===== src/sv/itf_pkg.sv =====
package itf_pkg;

  // Stream payload widths
  localparam int IN_BITS  = 168;
  localparam int OUT_BITS = 72;
  localparam int TEXT_BITS = 64;
  localparam int COUNT_BITS = 4;

  // Flag bit positions in format_flags
  localparam int FLG_ZERO   = 0;
  localparam int FLG_LEFT   = 1;
  localparam int FLG_PLUS   = 2;
  localparam int FLG_SPACE  = 3;
  localparam int FLG_HASH   = 4;
  localparam int FLG_PREC   = 5;
  localparam int FLG_GROUP  = 6;
  localparam int FLG_SIGNED = 7;

  // Radix codes (log2 of radix; zero selects decimal)
  localparam logic [2:0] RADIX_DEC = 3'd0;
  localparam logic [2:0] RADIX_BIN = 3'd1;
  localparam logic [2:0] RADIX_B4  = 3'd2;
  localparam logic [2:0] RADIX_OCT = 3'd3;
  localparam logic [2:0] RADIX_HEX = 3'd4;

  // ASCII characters
  localparam logic [7:0] CH_ZERO  = 8'h30;
  localparam logic [7:0] CH_MINUS = 8'h2D;
  localparam logic [7:0] CH_PLUS  = 8'h2B;
  localparam logic [7:0] CH_SPACE = 8'h20;
  localparam logic [7:0] CH_COMMA = 8'h2C;
  localparam logic [7:0] CH_UA    = 8'h41;
  localparam logic [7:0] CH_LA    = 8'h61;
  localparam logic [7:0] CH_LB    = 8'h62;
  localparam logic [7:0] CH_UX    = 8'h58;
  localparam logic [7:0] CH_LX    = 8'h78;

  // Classified number handed from front to back
  typedef struct packed {
    logic       neg;
    logic [2:0] radix;
    logic       zero_pad;
    logic       left;
    logic       plus;
    logic       space;
    logic       hash;
    logic       prec_on;
    logic       group;
    logic       upper;
    logic       mag_zero;
    logic [7:0] prec;
    logic [7:0] width;
  } itf_desc_t;

  typedef enum logic [3:0] {
    S_IDLE, S_DABBLE, S_GEN, S_LAYOUT, S_LEAD, S_SIGN, S_PFX, S_MID,
    S_ZERO, S_DRD, S_DPUT, S_TRAIL, S_FINAL
  } itf_state_t;

  // Digit value to ASCII
  function automatic logic [7:0] itf_digit_char(input logic [3:0] d, input logic up);
    if (d < 4'd10) begin
      return CH_ZERO + {4'd0, d};
    end else begin
      return (up ? CH_UA : CH_LA) + {4'd0, d} - 8'd10;
    end
  endfunction

endpackage


===== src/sv/itf_front.sv =====
module itf_front import itf_pkg::*; #(
  parameter int VALUE_BITS  = 128,
  parameter int FIELD_LIMIT = 255
) (
  input  logic                  s_tvalid,
  output logic                  s_tready,
  input  logic [IN_BITS-1:0]    s_tdata,
  input  logic                  full,
  output logic                  push,
  output logic [VALUE_BITS-1:0] mag,
  output itf_desc_t             desc
);

  localparam int SB_W = $clog2(VALUE_BITS);
  localparam logic [7:0] FL8 = (FIELD_LIMIT > 255) ? 8'd255 : 8'(FIELD_LIMIT);

  logic [127:0]            raw;
  logic [VALUE_BITS-1:0]   v_in, v, smask, lmask, negv;
  logic [SB_W-1:0]         sb;
  logic [6:0]              sign_bit;
  logic [2:0]              radix_in;
  logic [7:0]              prec_in, width_in, flags;
  logic                    sgn;
  logic                    neg;

  assign s_tready = !full;
  assign push     = s_tvalid && !full;

  assign raw      = s_tdata[127:0];
  assign sign_bit = s_tdata[134:128];
  assign radix_in = s_tdata[137:135];
  assign prec_in  = s_tdata[145:138];
  assign width_in = s_tdata[153:146];
  assign flags    = s_tdata[161:154];
  assign sgn      = flags[FLG_SIGNED];

  // Mask at the sign bit and fold to magnitude
  always_comb begin
    v_in  = raw[VALUE_BITS-1:0];
    sb    = (sign_bit >= 7'(VALUE_BITS-1)) ? SB_W'(VALUE_BITS-1) : sign_bit[SB_W-1:0];
    smask = VALUE_BITS'(1) << sb;
    lmask = VALUE_BITS'(smask << 1) - VALUE_BITS'(1);
    v     = v_in & lmask;
    negv  = (~v + VALUE_BITS'(1)) & lmask;
    mag   = v;
    neg   = 1'b0;
    if (sgn) begin
      if (v == smask) begin
        neg = 1'b1;
      end else if ((v & smask) != '0) begin
        mag = negv & ~smask;
        neg = 1'b1;
      end else begin
        mag = v & ~smask;
      end
    end
  end

  // Flag cleanup and radix decode
  always_comb begin
    unique case (radix_in) inside
      RADIX_BIN, RADIX_B4, RADIX_OCT, RADIX_HEX: desc.radix = radix_in;
      default: desc.radix = RADIX_DEC;
    endcase
    desc.neg      = neg;
    desc.mag_zero = (mag == '0);
    desc.zero_pad = flags[FLG_ZERO] && !(flags[FLG_PREC] || flags[FLG_LEFT]);
    desc.left     = flags[FLG_LEFT];
    desc.plus     = flags[FLG_PLUS] && sgn;
    desc.space    = flags[FLG_SPACE] && sgn;
    desc.hash     = flags[FLG_HASH] && !(desc.mag_zero && desc.radix != RADIX_OCT);
    desc.prec_on  = flags[FLG_PREC];
    desc.group    = flags[FLG_GROUP];
    desc.upper    = s_tdata[162];
    desc.prec     = (prec_in > FL8) ? FL8 : prec_in;
    desc.width    = (width_in > FL8) ? FL8 : width_in;
  end

endmodule


===== src/sv/itf_queue.sv =====
module itf_queue #(
  parameter int W = 8
) (
  input  logic         clk,
  input  logic         rst,
  input  logic         push,
  input  logic [W-1:0] wdata,
  output logic         full,
  input  logic         pop,
  output logic [W-1:0] rdata,
  output logic         empty
);

  logic [W-1:0] entries [2];
  logic         wr_ptr, rd_ptr;
  logic [1:0]   count;

  assign full  = (count == 2'd2);
  assign empty = (count == 2'd0);
  assign rdata = entries[rd_ptr];

  // Two-entry queue between front and back
  always_ff @(posedge clk) begin
    if (rst) begin
      wr_ptr <= 1'b0;
      rd_ptr <= 1'b0;
      count  <= 2'd0;
    end else begin
      if (push) wr_ptr <= !wr_ptr;
      if (pop)  rd_ptr <= !rd_ptr;
      count <= count + 2'(push) - 2'(pop);
    end
  end

  always_ff @(posedge clk) begin
    if (push) entries[wr_ptr] <= wdata;
  end

endmodule


===== src/sv/itf_back.sv =====
module itf_back import itf_pkg::*; #(
  parameter int VALUE_BITS         = 128,
  parameter int DIGIT_BUFFER_DEPTH = 144,
  parameter int FIELD_LIMIT        = 255,
  parameter int CHARS_PER_RESULT   = 8
) (
  input  logic                  clk,
  input  logic                  rst,
  input  logic                  q_empty,
  input  logic [VALUE_BITS-1:0] q_mag,
  input  itf_desc_t             q_desc,
  output logic                  q_pop,
  output logic                  m_tvalid,
  input  logic                  m_tready,
  output logic [OUT_BITS-1:0]   m_tdata,
  output logic                  m_tlast
);

  localparam int NEED      = VALUE_BITS + VALUE_BITS / 3 + 2;
  localparam int DIG_DEPTH = (DIGIT_BUFFER_DEPTH > NEED) ? DIGIT_BUFFER_DEPTH : NEED;
  localparam int DA_W      = $clog2(DIG_DEPTH);
  localparam int DL_W      = $clog2(DIG_DEPTH + 1);
  localparam int NDEC      = (VALUE_BITS * 31) / 100 + 2;
  localparam int BCD_W     = NDEC * 4;
  localparam int BC_W      = $clog2(VALUE_BITS);
  localparam int LW        = $clog2(FIELD_LIMIT + DIG_DEPTH + 8) + 1;
  localparam int CK_W      = CHARS_PER_RESULT * 8;
  localparam logic [COUNT_BITS-1:0] CPR_C = COUNT_BITS'(CHARS_PER_RESULT);

  itf_state_t state, state_next;
  itf_desc_t  d;

  logic [VALUE_BITS-1:0] val, val_sh;
  logic [BCD_W-1:0]      bcd, bcd_adj, bcd_sh;
  logic [BC_W-1:0]       bitcnt;
  logic [DL_W-1:0]       dlen, act;
  logic [1:0]            gcnt;
  logic [7:0]            mem [DIG_DEPTH];
  logic [7:0]            mem_q;
  logic [LW-1:0]         lead, zeros, trail;
  logic                  has_sign, has_mid;
  logic [7:0]            sign_ch, mid_ch;
  logic [CK_W-1:0]       chunk, out_chunk;
  logic [COUNT_BITS-1:0] cnt, out_cnt;

  // Digit generation signals
  logic [3:0] gen_d, kmask;
  logic       rest_zero, comma_now;
  logic [7:0] gen_ch;

  // Layout signals
  logic [LW-1:0] a0, p, w, len1, z1, len2, z2, len3, z3, a3, len4, z4, a4, len5;
  logic [LW-1:0] lead_c, trail_c;
  logic          c1, c2, mid_c, sign_c;
  logic [7:0]    sign_chc;

  // Emission signals
  logic       emit_req, out_free, app_ok, fire, flush, fin;
  logic [7:0] emit_ch;

  // Shift-and-add-3 adjust and per-digit extraction
  always_comb begin
    for (int i = 0; i < NDEC; i++) begin
      bcd_adj[i*4 +: 4] = (bcd[i*4 +: 4] >= 4'd5) ? bcd[i*4 +: 4] + 4'd3 : bcd[i*4 +: 4];
    end
    kmask     = 4'(5'd1 << d.radix) - 4'd1;
    gen_d     = (d.radix == RADIX_DEC) ? bcd[3:0] : (val[3:0] & kmask);
    val_sh    = val >> d.radix;
    bcd_sh    = bcd >> 4;
    rest_zero = (d.radix == RADIX_DEC) ? (bcd_sh == '0) : (val_sh == '0);
    comma_now = d.group && (gcnt == 2'd3);
    gen_ch    = comma_now ? CH_COMMA : itf_digit_char(gen_d, d.upper);
  end

  // Field layout: zeros, prefix trimming, sign and padding
  always_comb begin
    a0 = LW'(dlen);
    p  = LW'(d.prec);
    w  = LW'(d.width);
    sign_c = d.neg || d.plus || d.space;
    if (d.width != 8'd0 && d.zero_pad && sign_c) w = w - LW'(1);
    len1 = (a0 < p) ? p : a0;
    z1   = (a0 < p) ? p - a0 : '0;
    len2 = (d.zero_pad && len1 < w) ? w : len1;
    z2   = (d.zero_pad && len1 < w) ? z1 + (w - len1) : z1;
    mid_c = d.hash && (d.radix == RADIX_HEX || d.radix == RADIX_BIN);
    c1 = d.hash && (!d.prec_on || d.radix == RADIX_OCT) && len2 != '0 &&
         (len2 >= p || len2 >= w) && (z2 != '0 || d.mag_zero);
    len3 = len2; z3 = z2; a3 = a0;
    if (c1) begin
      z3   = (z2 != '0) ? z2 - LW'(1) : z2;
      len3 = len2 - LW'(1);
      a3   = (len3 < a0) ? len3 : a0;
    end
    c2 = c1 && len3 != '0 && mid_c && (z3 != '0 || d.mag_zero);
    len4 = len3; z4 = z3; a4 = a3;
    if (c2) begin
      z4   = (z3 != '0) ? z3 - LW'(1) : z3;
      len4 = len3 - LW'(1);
      a4   = (len4 < a3) ? len4 : a3;
    end
    len5 = len4 + LW'(d.hash) + LW'(mid_c) + LW'(sign_c);
    lead_c  = (!d.left && !d.zero_pad && len5 < w) ? w - len5 : '0;
    trail_c = (d.left && len5 < w) ? w - len5 : '0;
    sign_chc = d.neg ? CH_MINUS : (d.plus ? CH_PLUS : CH_SPACE);
  end

  // Next state
  always_comb begin
    state_next = state;
    unique case (state)
      S_IDLE: begin
        if (!q_empty) begin
          if (q_desc.mag_zero && q_desc.prec_on) state_next = S_LAYOUT;
          else if (q_desc.radix == RADIX_DEC) state_next = S_DABBLE;
          else state_next = S_GEN;
        end
      end
      S_DABBLE: if (bitcnt == BC_W'(VALUE_BITS-1)) state_next = S_GEN;
      S_GEN:    if (!comma_now && rest_zero) state_next = S_LAYOUT;
      S_LAYOUT: state_next = S_LEAD;
      S_LEAD:   if (lead == '0) state_next = S_SIGN;
      S_SIGN:   if (!has_sign || fire) state_next = S_PFX;
      S_PFX: begin
        if (!d.hash) state_next = S_ZERO;
        else if (fire) state_next = S_MID;
      end
      S_MID:    if (!has_mid || fire) state_next = S_ZERO;
      S_ZERO:   if (zeros == '0) state_next = S_DRD;
      S_DRD:    state_next = (act == '0) ? S_TRAIL : S_DPUT;
      S_DPUT:   if (fire) state_next = S_DRD;
      S_TRAIL:  if (trail == '0) state_next = S_FINAL;
      S_FINAL:  if (out_free) state_next = S_IDLE;
      default:  state_next = S_IDLE;
    endcase
  end

  // Character request per state
  always_comb begin
    emit_req = 1'b0;
    emit_ch  = CH_SPACE;
    unique case (state)
      S_LEAD:  emit_req = (lead != '0);
      S_SIGN:  begin emit_req = has_sign; emit_ch = sign_ch; end
      S_PFX:   begin emit_req = d.hash; emit_ch = CH_ZERO; end
      S_MID:   begin emit_req = has_mid; emit_ch = mid_ch; end
      S_ZERO:  begin emit_req = (zeros != '0); emit_ch = CH_ZERO; end
      S_DPUT:  begin emit_req = 1'b1; emit_ch = mem_q; end
      S_TRAIL: emit_req = (trail != '0);
      default: emit_req = 1'b0;
    endcase
  end

  assign out_free = !m_tvalid || m_tready;
  assign app_ok   = (cnt != CPR_C) || out_free;
  assign fire     = emit_req && app_ok;
  assign flush    = fire && (cnt == CPR_C);
  assign fin      = (state == S_FINAL) && out_free;
  assign q_pop    = (state == S_IDLE) && !q_empty;

  // Control registers
  always_ff @(posedge clk) begin
    if (rst) begin
      state    <= S_IDLE;
      cnt      <= '0;
      chunk    <= '0;
      m_tvalid <= 1'b0;
    end else begin
      state <= state_next;
      if (flush || fin) m_tvalid <= 1'b1;
      else if (m_tready) m_tvalid <= 1'b0;
      // chunk assembly
      if (fin) begin
        chunk <= '0;
        cnt   <= '0;
      end else if (fire) begin
        if (cnt == CPR_C) begin
          chunk <= CK_W'(emit_ch);
          cnt   <= COUNT_BITS'(1);
        end else begin
          for (int i = 0; i < CHARS_PER_RESULT; i++) begin
            if (cnt == COUNT_BITS'(i)) chunk[i*8 +: 8] <= emit_ch;
          end
          cnt <= cnt + COUNT_BITS'(1);
        end
      end
    end
  end

  // Output payload
  always_ff @(posedge clk) begin
    if (flush || fin) begin
      out_chunk <= chunk;
      out_cnt   <= cnt;
      m_tlast   <= fin;
    end
  end

  assign m_tdata = {4'd0, out_cnt, TEXT_BITS'(out_chunk)};

  // Datapath: conversion, layout and counters
  always_ff @(posedge clk) begin
    unique case (state)
      S_IDLE: begin
        if (!q_empty) begin
          d      <= q_desc;
          val    <= q_mag;
          bcd    <= '0;
          bitcnt <= '0;
          dlen   <= '0;
          gcnt   <= 2'd0;
        end
      end
      S_DABBLE: begin
        bcd    <= {bcd_adj[BCD_W-2:0], val[VALUE_BITS-1]};
        val    <= val << 1;
        bitcnt <= bitcnt + BC_W'(1);
      end
      S_GEN: begin
        dlen <= dlen + DL_W'(1);
        if (comma_now) begin
          gcnt <= 2'd0;
        end else begin
          gcnt <= gcnt + 2'd1;
          if (d.radix == RADIX_DEC) bcd <= bcd_sh;
          else val <= val_sh;
        end
      end
      S_LAYOUT: begin
        lead     <= lead_c;
        zeros    <= z4;
        act      <= a4[DL_W-1:0];
        trail    <= trail_c;
        has_sign <= sign_c;
        sign_ch  <= sign_chc;
        has_mid  <= mid_c;
        mid_ch   <= (d.radix == RADIX_BIN) ? CH_LB : (d.upper ? CH_UX : CH_LX);
      end
      S_LEAD:  if (fire) lead <= lead - LW'(1);
      S_ZERO:  if (fire) zeros <= zeros - LW'(1);
      S_DPUT:  if (fire) act <= act - DL_W'(1);
      S_TRAIL: if (fire) trail <= trail - LW'(1);
      default: ;
    endcase
  end

  // Digit memory: written during generation, read most significant first
  always_ff @(posedge clk) begin
    if (state == S_GEN) mem[dlen[DA_W-1:0]] <= gen_ch;
    mem_q <= mem[DA_W'(act - DL_W'(1))];
  end

endmodule


===== src/sv/integer_to_text_formatter.sv =====
// Sequence: shift-and-add-3 conversion for decimal (none for power-of-two radices), then digit
//   and comma generation, then pad, sign, prefix and zero characters and the printed digits
//   (each through a registered digit-memory read), then trailing pads; a full chunk waits
//   for the output register to drain.
// The back-end sequencer finishes one number before it takes the next; a two-entry
//   queue lets the front take new numbers meanwhile, and an output register holds a chunk.
// Reset: synchronous rst clears queue, sequencer, chunk and output valid; digit memory is not.
module integer_to_text_formatter import itf_pkg::*; #(
  parameter int VALUE_BITS         = 128,
  parameter int DIGIT_BUFFER_DEPTH = 144,
  parameter int FIELD_LIMIT        = 255,
  parameter int CHARS_PER_RESULT   = 8
) (
  input  logic                clk,
  input  logic                rst,
  input  logic                s_tvalid,
  output logic                s_tready,
  // value_low, value_high, sign_bit, radix_code, precision, field_width,
  // format_flags, upper_case, zero fill
  input  logic [IN_BITS-1:0]  s_tdata,
  output logic                m_tvalid,
  input  logic                m_tready,
  // text_chunk, chunk_count, zero fill
  output logic [OUT_BITS-1:0] m_tdata,
  output logic                m_tlast
);

  localparam int QW = VALUE_BITS + $bits(itf_desc_t);

  logic                  push, full, pop, empty;
  logic [VALUE_BITS-1:0] f_mag, q_mag;
  itf_desc_t             f_desc, q_desc;
  logic [QW-1:0]         q_rdata;

  itf_front #(
    .VALUE_BITS(VALUE_BITS),
    .FIELD_LIMIT(FIELD_LIMIT)
  ) u_front (
    .s_tvalid(s_tvalid),
    .s_tready(s_tready),
    .s_tdata(s_tdata),
    .full(full),
    .push(push),
    .mag(f_mag),
    .desc(f_desc)
  );

  itf_queue #(
    .W(QW)
  ) u_queue (
    .clk(clk),
    .rst(rst),
    .push(push),
    .wdata({f_mag, f_desc}),
    .full(full),
    .pop(pop),
    .rdata(q_rdata),
    .empty(empty)
  );

  assign q_mag  = q_rdata[QW-1 -: VALUE_BITS];
  assign q_desc = q_rdata[$bits(itf_desc_t)-1:0];

  itf_back #(
    .VALUE_BITS(VALUE_BITS),
    .DIGIT_BUFFER_DEPTH(DIGIT_BUFFER_DEPTH),
    .FIELD_LIMIT(FIELD_LIMIT),
    .CHARS_PER_RESULT(CHARS_PER_RESULT)
  ) u_back (
    .clk(clk),
    .rst(rst),
    .q_empty(empty),
    .q_mag(q_mag),
    .q_desc(q_desc),
    .q_pop(pop),
    .m_tvalid(m_tvalid),
    .m_tready(m_tready),
    .m_tdata(m_tdata),
    .m_tlast(m_tlast)
  );

endmodule


===== config.mk =====
export PLATFORM = sky130hd
export DESIGN_NAME = integer_to_text_formatter
export DESIGN_NICKNAME = d
export VERILOG_FILES = /design/src/sv/itf_pkg.sv /design/src/sv/itf_front.sv /design/src/sv/itf_queue.sv /design/src/sv/itf_back.sv /design/src/sv/integer_to_text_formatter.sv
export SDC_FILE = /design/constraint.sdc
export NUM_CORES = 2
export LEC_CHECK = 0
export ABC_AREA = 1
export BUFFER_PORTS_ARGS = -buffer_cell sky130_fd_sc_hd__buf_2
export CORE_MARGIN = 1
export CORE_UTILIZATION = 30
export DETAILED_ROUTE_END_ITERATION = 7
export SLEW_MARGIN = 10
export SYNTH_ARGS = -nofsm -noshare
export SYNTH_HDL_FRONTEND = slang
export SYNTH_HIERARCHICAL = 1
export SYNTH_SLANG_ARGS = --single-unit

===== constraint.sdc =====
create_clock -name clk -period 18.4 [get_ports clk]
set_input_delay 0 -clock clk [delete_from_list [all_inputs] [get_ports clk]]
set_output_delay 0 -clock clk [all_outputs]
set_load 0.02 [all_outputs]

Yosys cells after proc, flatten, opt, wreduce, memory -nomap -nowiden --
Memory sizes are Yosys's and may differ from the RTL's. A register that Yosys moved wholly into a read port is not among the register bits. Cells that the tools add are included.
Storage, ports and cells: word-level logic and storage cells 473, bits of input ports 172, memories kept 2, flip-flop bits (word level) 540, bits in read-only memories 0, RAM bits 1690, output and inout bits 75, latch bits 0
Operators by class: reductions and logical operators 111, shift-type cells 3, add/sub/neg operators 69, divide/modulo/power cells 0, equal/unequal tests 50, magnitude comparators 52, multiplexer cells 134, bitwise operators 9, multiply operators 0
Memory list:
- u_back.mem | depth 172, bits a word 8, rd ports 1, clocked after Yosys merged registers in 1, wr ports 1, RTL line itf_back.sv:38 | logic [7:0] mem [DIG_DEPTH];
- u_queue.entries | depth 2, bits a word 157, rd ports 1, clocked after Yosys merged registers in 1, wr ports 1, RTL line itf_queue.sv:14 | logic [W-1:0] entries [2];
Operators by type and width (count):
- $mux 128 | 6
- $and 128x128->128 | 5
- $mux 164 | 3
- $pmux 164 s3 | 1
- $pmux 128 s3 | 1
- $logic_not 128->1 | 2
- $not 128->128 | 2
- $mux 4 | 56
- $mux 10 | 17
- $ge 4x3->1 const B | 41
- $logic_not 164->1 | 1
- $add 4x2->4 const B | 40
- $mux 8 | 17
- $add 128x1->128 const B | 1
- $eq 128x128->1 | 1
- $reduce_bool 128->1 | 1
- $shl 1x7->128 const A | 1
- $shr 128x3->128 | 1
- $sub 128x1->128 const B | 1
- $reduce_bool 10->1 | 7
- $sub 10x1->10 const B | 7
- $mux 64 | 1
- $pmux 10 s2 | 3
- $pmux 4 s13 | 1
- other kinds (68) | 211

Logic depth before layout (Yosys ltp) --
word-level depth 24, mapped depth 68, mapped depth without buffers 64

By module --
Netlist, hierarchy kept.
Modules (own cells, without submodules):
- itf_back | area each 83762.8 µm², sequential area each 50958.9 µm², cells an instance 7953, times used 1
- itf_front | area each 17364.2 µm², sequential area each 0.0 µm², cells an instance 3637, times used 1
- itf_queue | area each 11592.4 µm², sequential area each 9529.1 µm², cells an instance 519, times used 1

Worst setup path after synthesis --
OpenSTA, ideal clock, no wires.
path kind flip-flop to flip-flop, start register u_back/d[26] (netlist name), end register u_back.bcd[0] (enable), buffers on the path 2, data arrival time 13363 ps, clock period less this slack 14294 ps, data required time 17470 ps, slack 4106 ps, setup time 930 ps, stages on the path, launching flop included 8, cells stage by stage edfxtp_1 > clkbuf_1 > clkbuf_1 > nor2_1 > inv_1 > nor2_1 > inv_1 > a211oi_1
On the way: cells in the longest elaborated chain, start to end 3
RTL lines:
- start, declared | RTL line itf_back.sv:31 | itf_desc_t d;
- start signal, assigned | RTL line itf_back.sv:206 | d <= q_desc;
- $logic_not 3->1 | RTL line itf_back.sv:225 | if (d.radix == RADIX_DEC) bcd <= bcd_sh;
- $ne 2x1->1 (no line)
- $reduce_and 4->1 (no line)
- end signal, assigned | RTL line itf_back.sv:215 | bcd <= {bcd_adj[BCD_W-2:0], val[VALUE_BITS-1]};
- end signal, assigned | RTL line itf_back.sv:225
- end, declared | RTL line itf_back.sv:34 | logic [BCD_W-1:0] bcd, bcd_adj, bcd_sh;
No other way between the ends. A chain may end at the register's enable or synchronous reset.

Final worst setup path --
start register u_back.dlen[2], end register u_back.lead[3], data pin
On the way: cells in the longest elaborated chain, start to end 22, elaborated cells between the ends (all ways) 40, those cells by class add/sub: 10; order compare: 5; mux: 10; reduce/logical: 15
RTL lines:
- start, declared | RTL line itf_back.sv:36 | logic [DL_W-1:0] dlen, act;
- start signal, assigned | RTL line itf_back.sv:220 | dlen <= dlen + DL_W'(1);
- parallel branches: the longest is 14 deep, another holds $sub 10x10->10
- $mux 10 * | RTL line itf_back.sv:97 | if (c2) begin
- $add 10x1->10 * (3 in series) | RTL line itf_back.sv:102 | len5 = len4 + LW'(d.hash) + LW'(mid_c) + LW'(sign_c);
- $lt 10x10->1 | RTL line itf_back.sv:103 | lead_c = (!d.left && !d.zero_pad && len5 < w) ? w - len5 : '0;
- $logic_and 1x1->1 | RTL line itf_back.sv:103
- $mux 10 * | RTL line itf_back.sv:103
- $pmux 10 s2 * | RTL line itf_back.sv:203 | unique case (state)
- end signal, assigned | RTL line itf_back.sv:230 | lead <= lead_c;
- end signal, assigned | RTL line itf_back.sv:239 | S_LEAD: if (fire) lead <= lead - LW'(1);
- end, declared | RTL line itf_back.sv:40 | logic [LW-1:0] lead, zeros, trail;
Mark *: on every way between the ends.

==> reports/qor_table.md <==
| Metric | This run |
|---|---|
| Status | finished, violations left |
| Violated checks | DRC |
| Final estimated routing congestion in global placement | 1.02 |
| Clock-pin slew reported for the worst setup and hold paths after clock tree synthesis | 60 ps |
| Fillcell total | 38103 |
| Number of design-rule violations left by the first detailed-router iteration | 9688 |
| Antenna Violating Nets Remaining | 0 |
| Clk_lat worst skew | 900 ps |
| Post-CTS setup buffer count | 0 |
| Routed wire length per instance | 21.5 um |
| Setup TNS after final layout | 0 ps |
| Hold Vio Cnt, Final | 0 |
| Estimated wirelength of the detail-placed design | 263000 um |
| Kind of end point of the critical path | register |
| Seq cells post-synth | 2040 |
| Worst path required time | 19060 ps |
| Maximum count of clock buffers along a single path | 3 |
| Post-Synthesis Cell Area | 113000 sq um |
| Number of synthesis warnings | 6 |
| Wirelength, routed | 374000 um |
| Worst-case vdd ir drop | 219 uV |
| Instance count of the mapped netlist | 12109 |
| Die area | 378000 sq um |
| Layout cell share with drive strength beyond 1 | 9.13% |
| Placeable core region | 373000 sq um |
| Synth Flop Type | sky130_fd_sc_hd__edfxtp_1 |
| Register area share after synthesis | 53.7% |
| Worst min-delay path category | input pin to register |
| Register area | 60500 sq um |
| Unrepaired setup endpoints after global routing | no |
| I/O pins | 247 |
| Clk sinks | 2040 |
| Power per Cell Area | 166 nW/um^2 |
| CP Max Fanout | 35 |
| Post-synth top area cell | sky130_fd_sc_hd__edfxtp_1 |
| Async SR Flop Fraction | 0% |
| Relative slew margins | 13.9% |
| Die Y-Extent | 615 um |
| Final Slew Violations | 0 |
| Largest stage delay on the critical path | 830 ps |
| Final setup skew | 116 ps |
| Total via count after detailed routing | 89953 |
| Area of the multi-input gates | 44800 sq um |
| Initial cell density of the core | 30.2% |
| Cell at the root of the clock tree | sky130_fd_sc_hd__clkbuf_16 |
| Drt pass-1 iters | 8 |
| TritonCTS clock tree | built |
| Net total in the final layout | 12767 |
| Number of global-route vias before repair | 83889 |
| Number of enable flip-flop cells after synthesis | 1963 |
| Static power due to leakage | 0.0507 uW |
| Startpoint-to-endpoint class of the critical path | register to register |
| Number of antenna violations at the first check in global routing | 11 |
| Arrival time reported for the critical path endpoint | 13170 ps |
| Number of buffers created by CTS | 209 |
| Pin count of the biggest net entering global routing | 204 |
| Element type at the critical path start | register |
| Wire length of the first global-routing pass | 547000 um |
| Endpoints failing setup | 0 |
| Layout area overhead | 12.8% |
| Global-route total usage across every layer | 19.0% |
| Total of buffers placed on input and output ports | 229 |
| Ratio of final minimum period to clock period | 68.0% |
| Post-layout utilization of the core | 34.1% |
| Mean area per synthesized cell | 9.31 sq um |
| Reported max-cap violation count | 0 |
| Minimum period implied by the final worst setup slack | 12510 ps |
| Final instance count without filler cells | 17393 |
| Share of the synthesized area in the top cell type | 52.3% |
| Std cell rows | 224 |
| H-tree depth | 4 |
| Cell seen most often among critical-path stages | sky130_fd_sc_hd__inv_1 |
| Top achievable clock speed | 79.9 MHz |
| Largest cells by area after synthesis | sky130_fd_sc_hd__edfxtp_1 52%, sky130_fd_sc_hd__nand2_1 7.5%, sky130_fd_sc_hd__o21ai_0 5.7%, sky130_fd_sc_hd__nor2_1 5.3%, sky130_fd_sc_hd__inv_1 4.3% |
| Post-cts gate resize count | 0 |
| Sum of overflow across all layers after global routing | 0 |
| Number of placed cells counting well taps | 16823 |
| Slowest cell on crit path | sky130_fd_sc_hd__o21ai_0 |
| Die extent in x | 615 um |
| Via density per instance | 5.17 |
| Number of distinct standard cells referenced by the synthesized netlist | 83 |
| Transition time at the pin with the least slew margin | 1280 ps |
| Residual DRC | 5 |
cells in the final DEF (no fill, tap or decap), types with 58 or more instances in the layout:
cell | synthesis | layout
sky130_fd_sc_hd__edfxtp_1 | 1963 | 1963
sky130_fd_sc_hd__mux2i_1 | 130 | 130
sky130_fd_sc_hd__inv_1 | 1280 | 1275
sky130_fd_sc_hd__nor2_1 | 1603 | 1598
sky130_fd_sc_hd__buf_2 | 32 | 229
sky130_fd_sc_hd__buf_4 | 62 | 94
sky130_fd_sc_hd__xor2_1 | 90 | 87
sky130_fd_sc_hd__nand3_1 | 641 | 640
sky130_fd_sc_hd__o221ai_1 | 207 | 207
sky130_fd_sc_hd__o211ai_1 | 225 | 225
sky130_fd_sc_hd__nand2_1 | 2250 | 2248
sky130_fd_sc_hd__nand4_1 | 217 | 217
sky130_fd_sc_hd__ha_1 | 348 | 347
sky130_fd_sc_hd__dlygate4sd3_1 | 0 | 173
sky130_fd_sc_hd__clkbuf_16 | 0 | 211
sky130_fd_sc_hd__o21ai_0 | 1293 | 1289
sky130_fd_sc_hd__mux2_2 | 157 | 157
sky130_fd_sc_hd__o22ai_1 | 174 | 174
sky130_fd_sc_hd__nor3_1 | 59 | 58
sky130_fd_sc_hd__nor4_1 | 90 | 90
sky130_fd_sc_hd__a21oi_1 | 146 | 144
sky130_fd_sc_hd__dfxtp_1 | 77 | 76
sequential cells by signal (all words and copies together) (netlist names), 29 cells and up, named ones only:
name,flops
u_back/bcd,164
u_back/chunk,56
u_back/val,128
u_back/d,29
u_back/out_chunk,56
u_back/mem,1204
u_queue/entries,314
area by class of cell:
| class | count | area share (%) |
|---|---|---|
| Timing Repair Buffer | 502 | 2.91 |
| Inverter | 1320 | 3.94 |
| Tap cell | 4972 | 4.89 |
| Sequential cell | 2040 | 47.6 |
| Clock inverter | 138 | 1.08 |
| Antenna cell | 4 | 0.00787 |
| Clock buffer | 255 | 4.35 |
| Multi-Input combinational cell | 8162 | 35.2 |
metal layers:
layer	GRT usage (%)	wire [um]
met3	2.36	25600
met4	8.67	18200
met5	0	12
met1	26.0	163000
met2	30.0	168000
power by group:
| part | internal, uW | switching (uW) |
|---|---|---|
| clock | 2370 | 1860 |
| combinational | 2890 | 6960 |
| sequential | 6660 | 341 |
cell usage after synthesis, types with 11 or more instances:
library cell	count
sky130_fd_sc_hd__a21oi_1	146
sky130_fd_sc_hd__a32o_1	28
sky130_fd_sc_hd__buf_1	43
sky130_fd_sc_hd__buf_2	32
sky130_fd_sc_hd__buf_4	62
sky130_fd_sc_hd__buf_6	27
sky130_fd_sc_hd__clkbuf_1	430
sky130_fd_sc_hd__dfxtp_1	77
sky130_fd_sc_hd__edfxtp_1	1963
sky130_fd_sc_hd__fa_1	12
sky130_fd_sc_hd__ha_1	348
sky130_fd_sc_hd__inv_1	1280
sky130_fd_sc_hd__inv_2	31
sky130_fd_sc_hd__mux2_2	157
sky130_fd_sc_hd__mux2i_1	130
sky130_fd_sc_hd__nand2_1	2250
sky130_fd_sc_hd__nand2_2	55
sky130_fd_sc_hd__nand3_1	641
sky130_fd_sc_hd__nand3_2	41
sky130_fd_sc_hd__nand4_1	217
sky130_fd_sc_hd__nand4_2	20
sky130_fd_sc_hd__nor2_1	1603
sky130_fd_sc_hd__nor2_2	50
sky130_fd_sc_hd__nor2_4	37
sky130_fd_sc_hd__nor3_1	59
sky130_fd_sc_hd__nor4_1	90
sky130_fd_sc_hd__o211ai_1	225
sky130_fd_sc_hd__o21ai_0	1293
sky130_fd_sc_hd__o21ai_1	22
sky130_fd_sc_hd__o21bai_1	11
sky130_fd_sc_hd__o221ai_1	207
sky130_fd_sc_hd__o22ai_1	174
sky130_fd_sc_hd__o31ai_1	27
sky130_fd_sc_hd__o32ai_1	45
sky130_fd_sc_hd__or2_2	19
sky130_fd_sc_hd__xnor2_1	17
sky130_fd_sc_hd__xor2_1	90
worst paths after layout:
path	from	to	slack [ps]	cells past startpoint
min reg2reg	u_back/chunk[51]$_SDFFE_PP0P_	u_back/out_chunk[51]$_DFFE_PP_	420	0
max	u_back/dlen[2]$_SDFFCE_PN0P_	u_back/lead[3]$_DFFE_PP_	5890	51
max reg2reg	u_back/dlen[2]$_SDFFCE_PN0P_	u_back/lead[3]$_DFFE_PP_	5890	51
min	s_tdata[153]	u_queue/entries[0][7]$_DFFE_PP_	40	2
cells by family (layout without fill, tap and decap cells):
logic type / count (synthesis) / count (layout) / share of synthesized area [%]
compound gates: 2252 / 2252 / 12.0
mux: 287 / 287 / 2.72
other cells: 2 / 18 / 0.00666
flops: 2040 / 2040 / 53.7
fa+ha+maj: 360 / 360 / 4.08
simple gates: 5139 / 5139 / 19.8
buf+inv: 1919 / 2215 / 6.86
xor+xnor: 110 / 110 / 0.885
per-stage QoR:
| stage | power, uW | setup slack [ps] | cell area (sq um) | hold WS (ps) |
|---|---|---|---|---|
| floorplan | 14200 | 4110 | 113000 | 71.2 |
| global placement | 16800 | 6100 | 118000 | 193 |
| detailed placement | 16800 | 5950 | 118000 | 194 |
| CTS | 21100 | 5900 | 127000 | 4.93 |
| global route | 22500 | 4980 | 127000 | 3.80 |
| finish | 21100 | 5890 | 127000 | 36.9 |
worst max-delay path: cells and delay by family, from the launching register on:
family	cells	cell delay, ps
and+or+nand+nor	23	4520
AOI/OAI and AO/OA	10	2990
adders and majority gates	8	2670
buffers and inverters	7	1000
xor gates and xnor gates	3	660
DFF	1	460
timing repair:
| item | in CTS | in global routing |
|---|---|---|
| setup endpoints to repair | 0 | 0 |
| hold buffers | 172 | 1 |
| endpoints found under the hold margin | 393 | 2 |
Note: power is estimated with default switching activity, not from simulation.
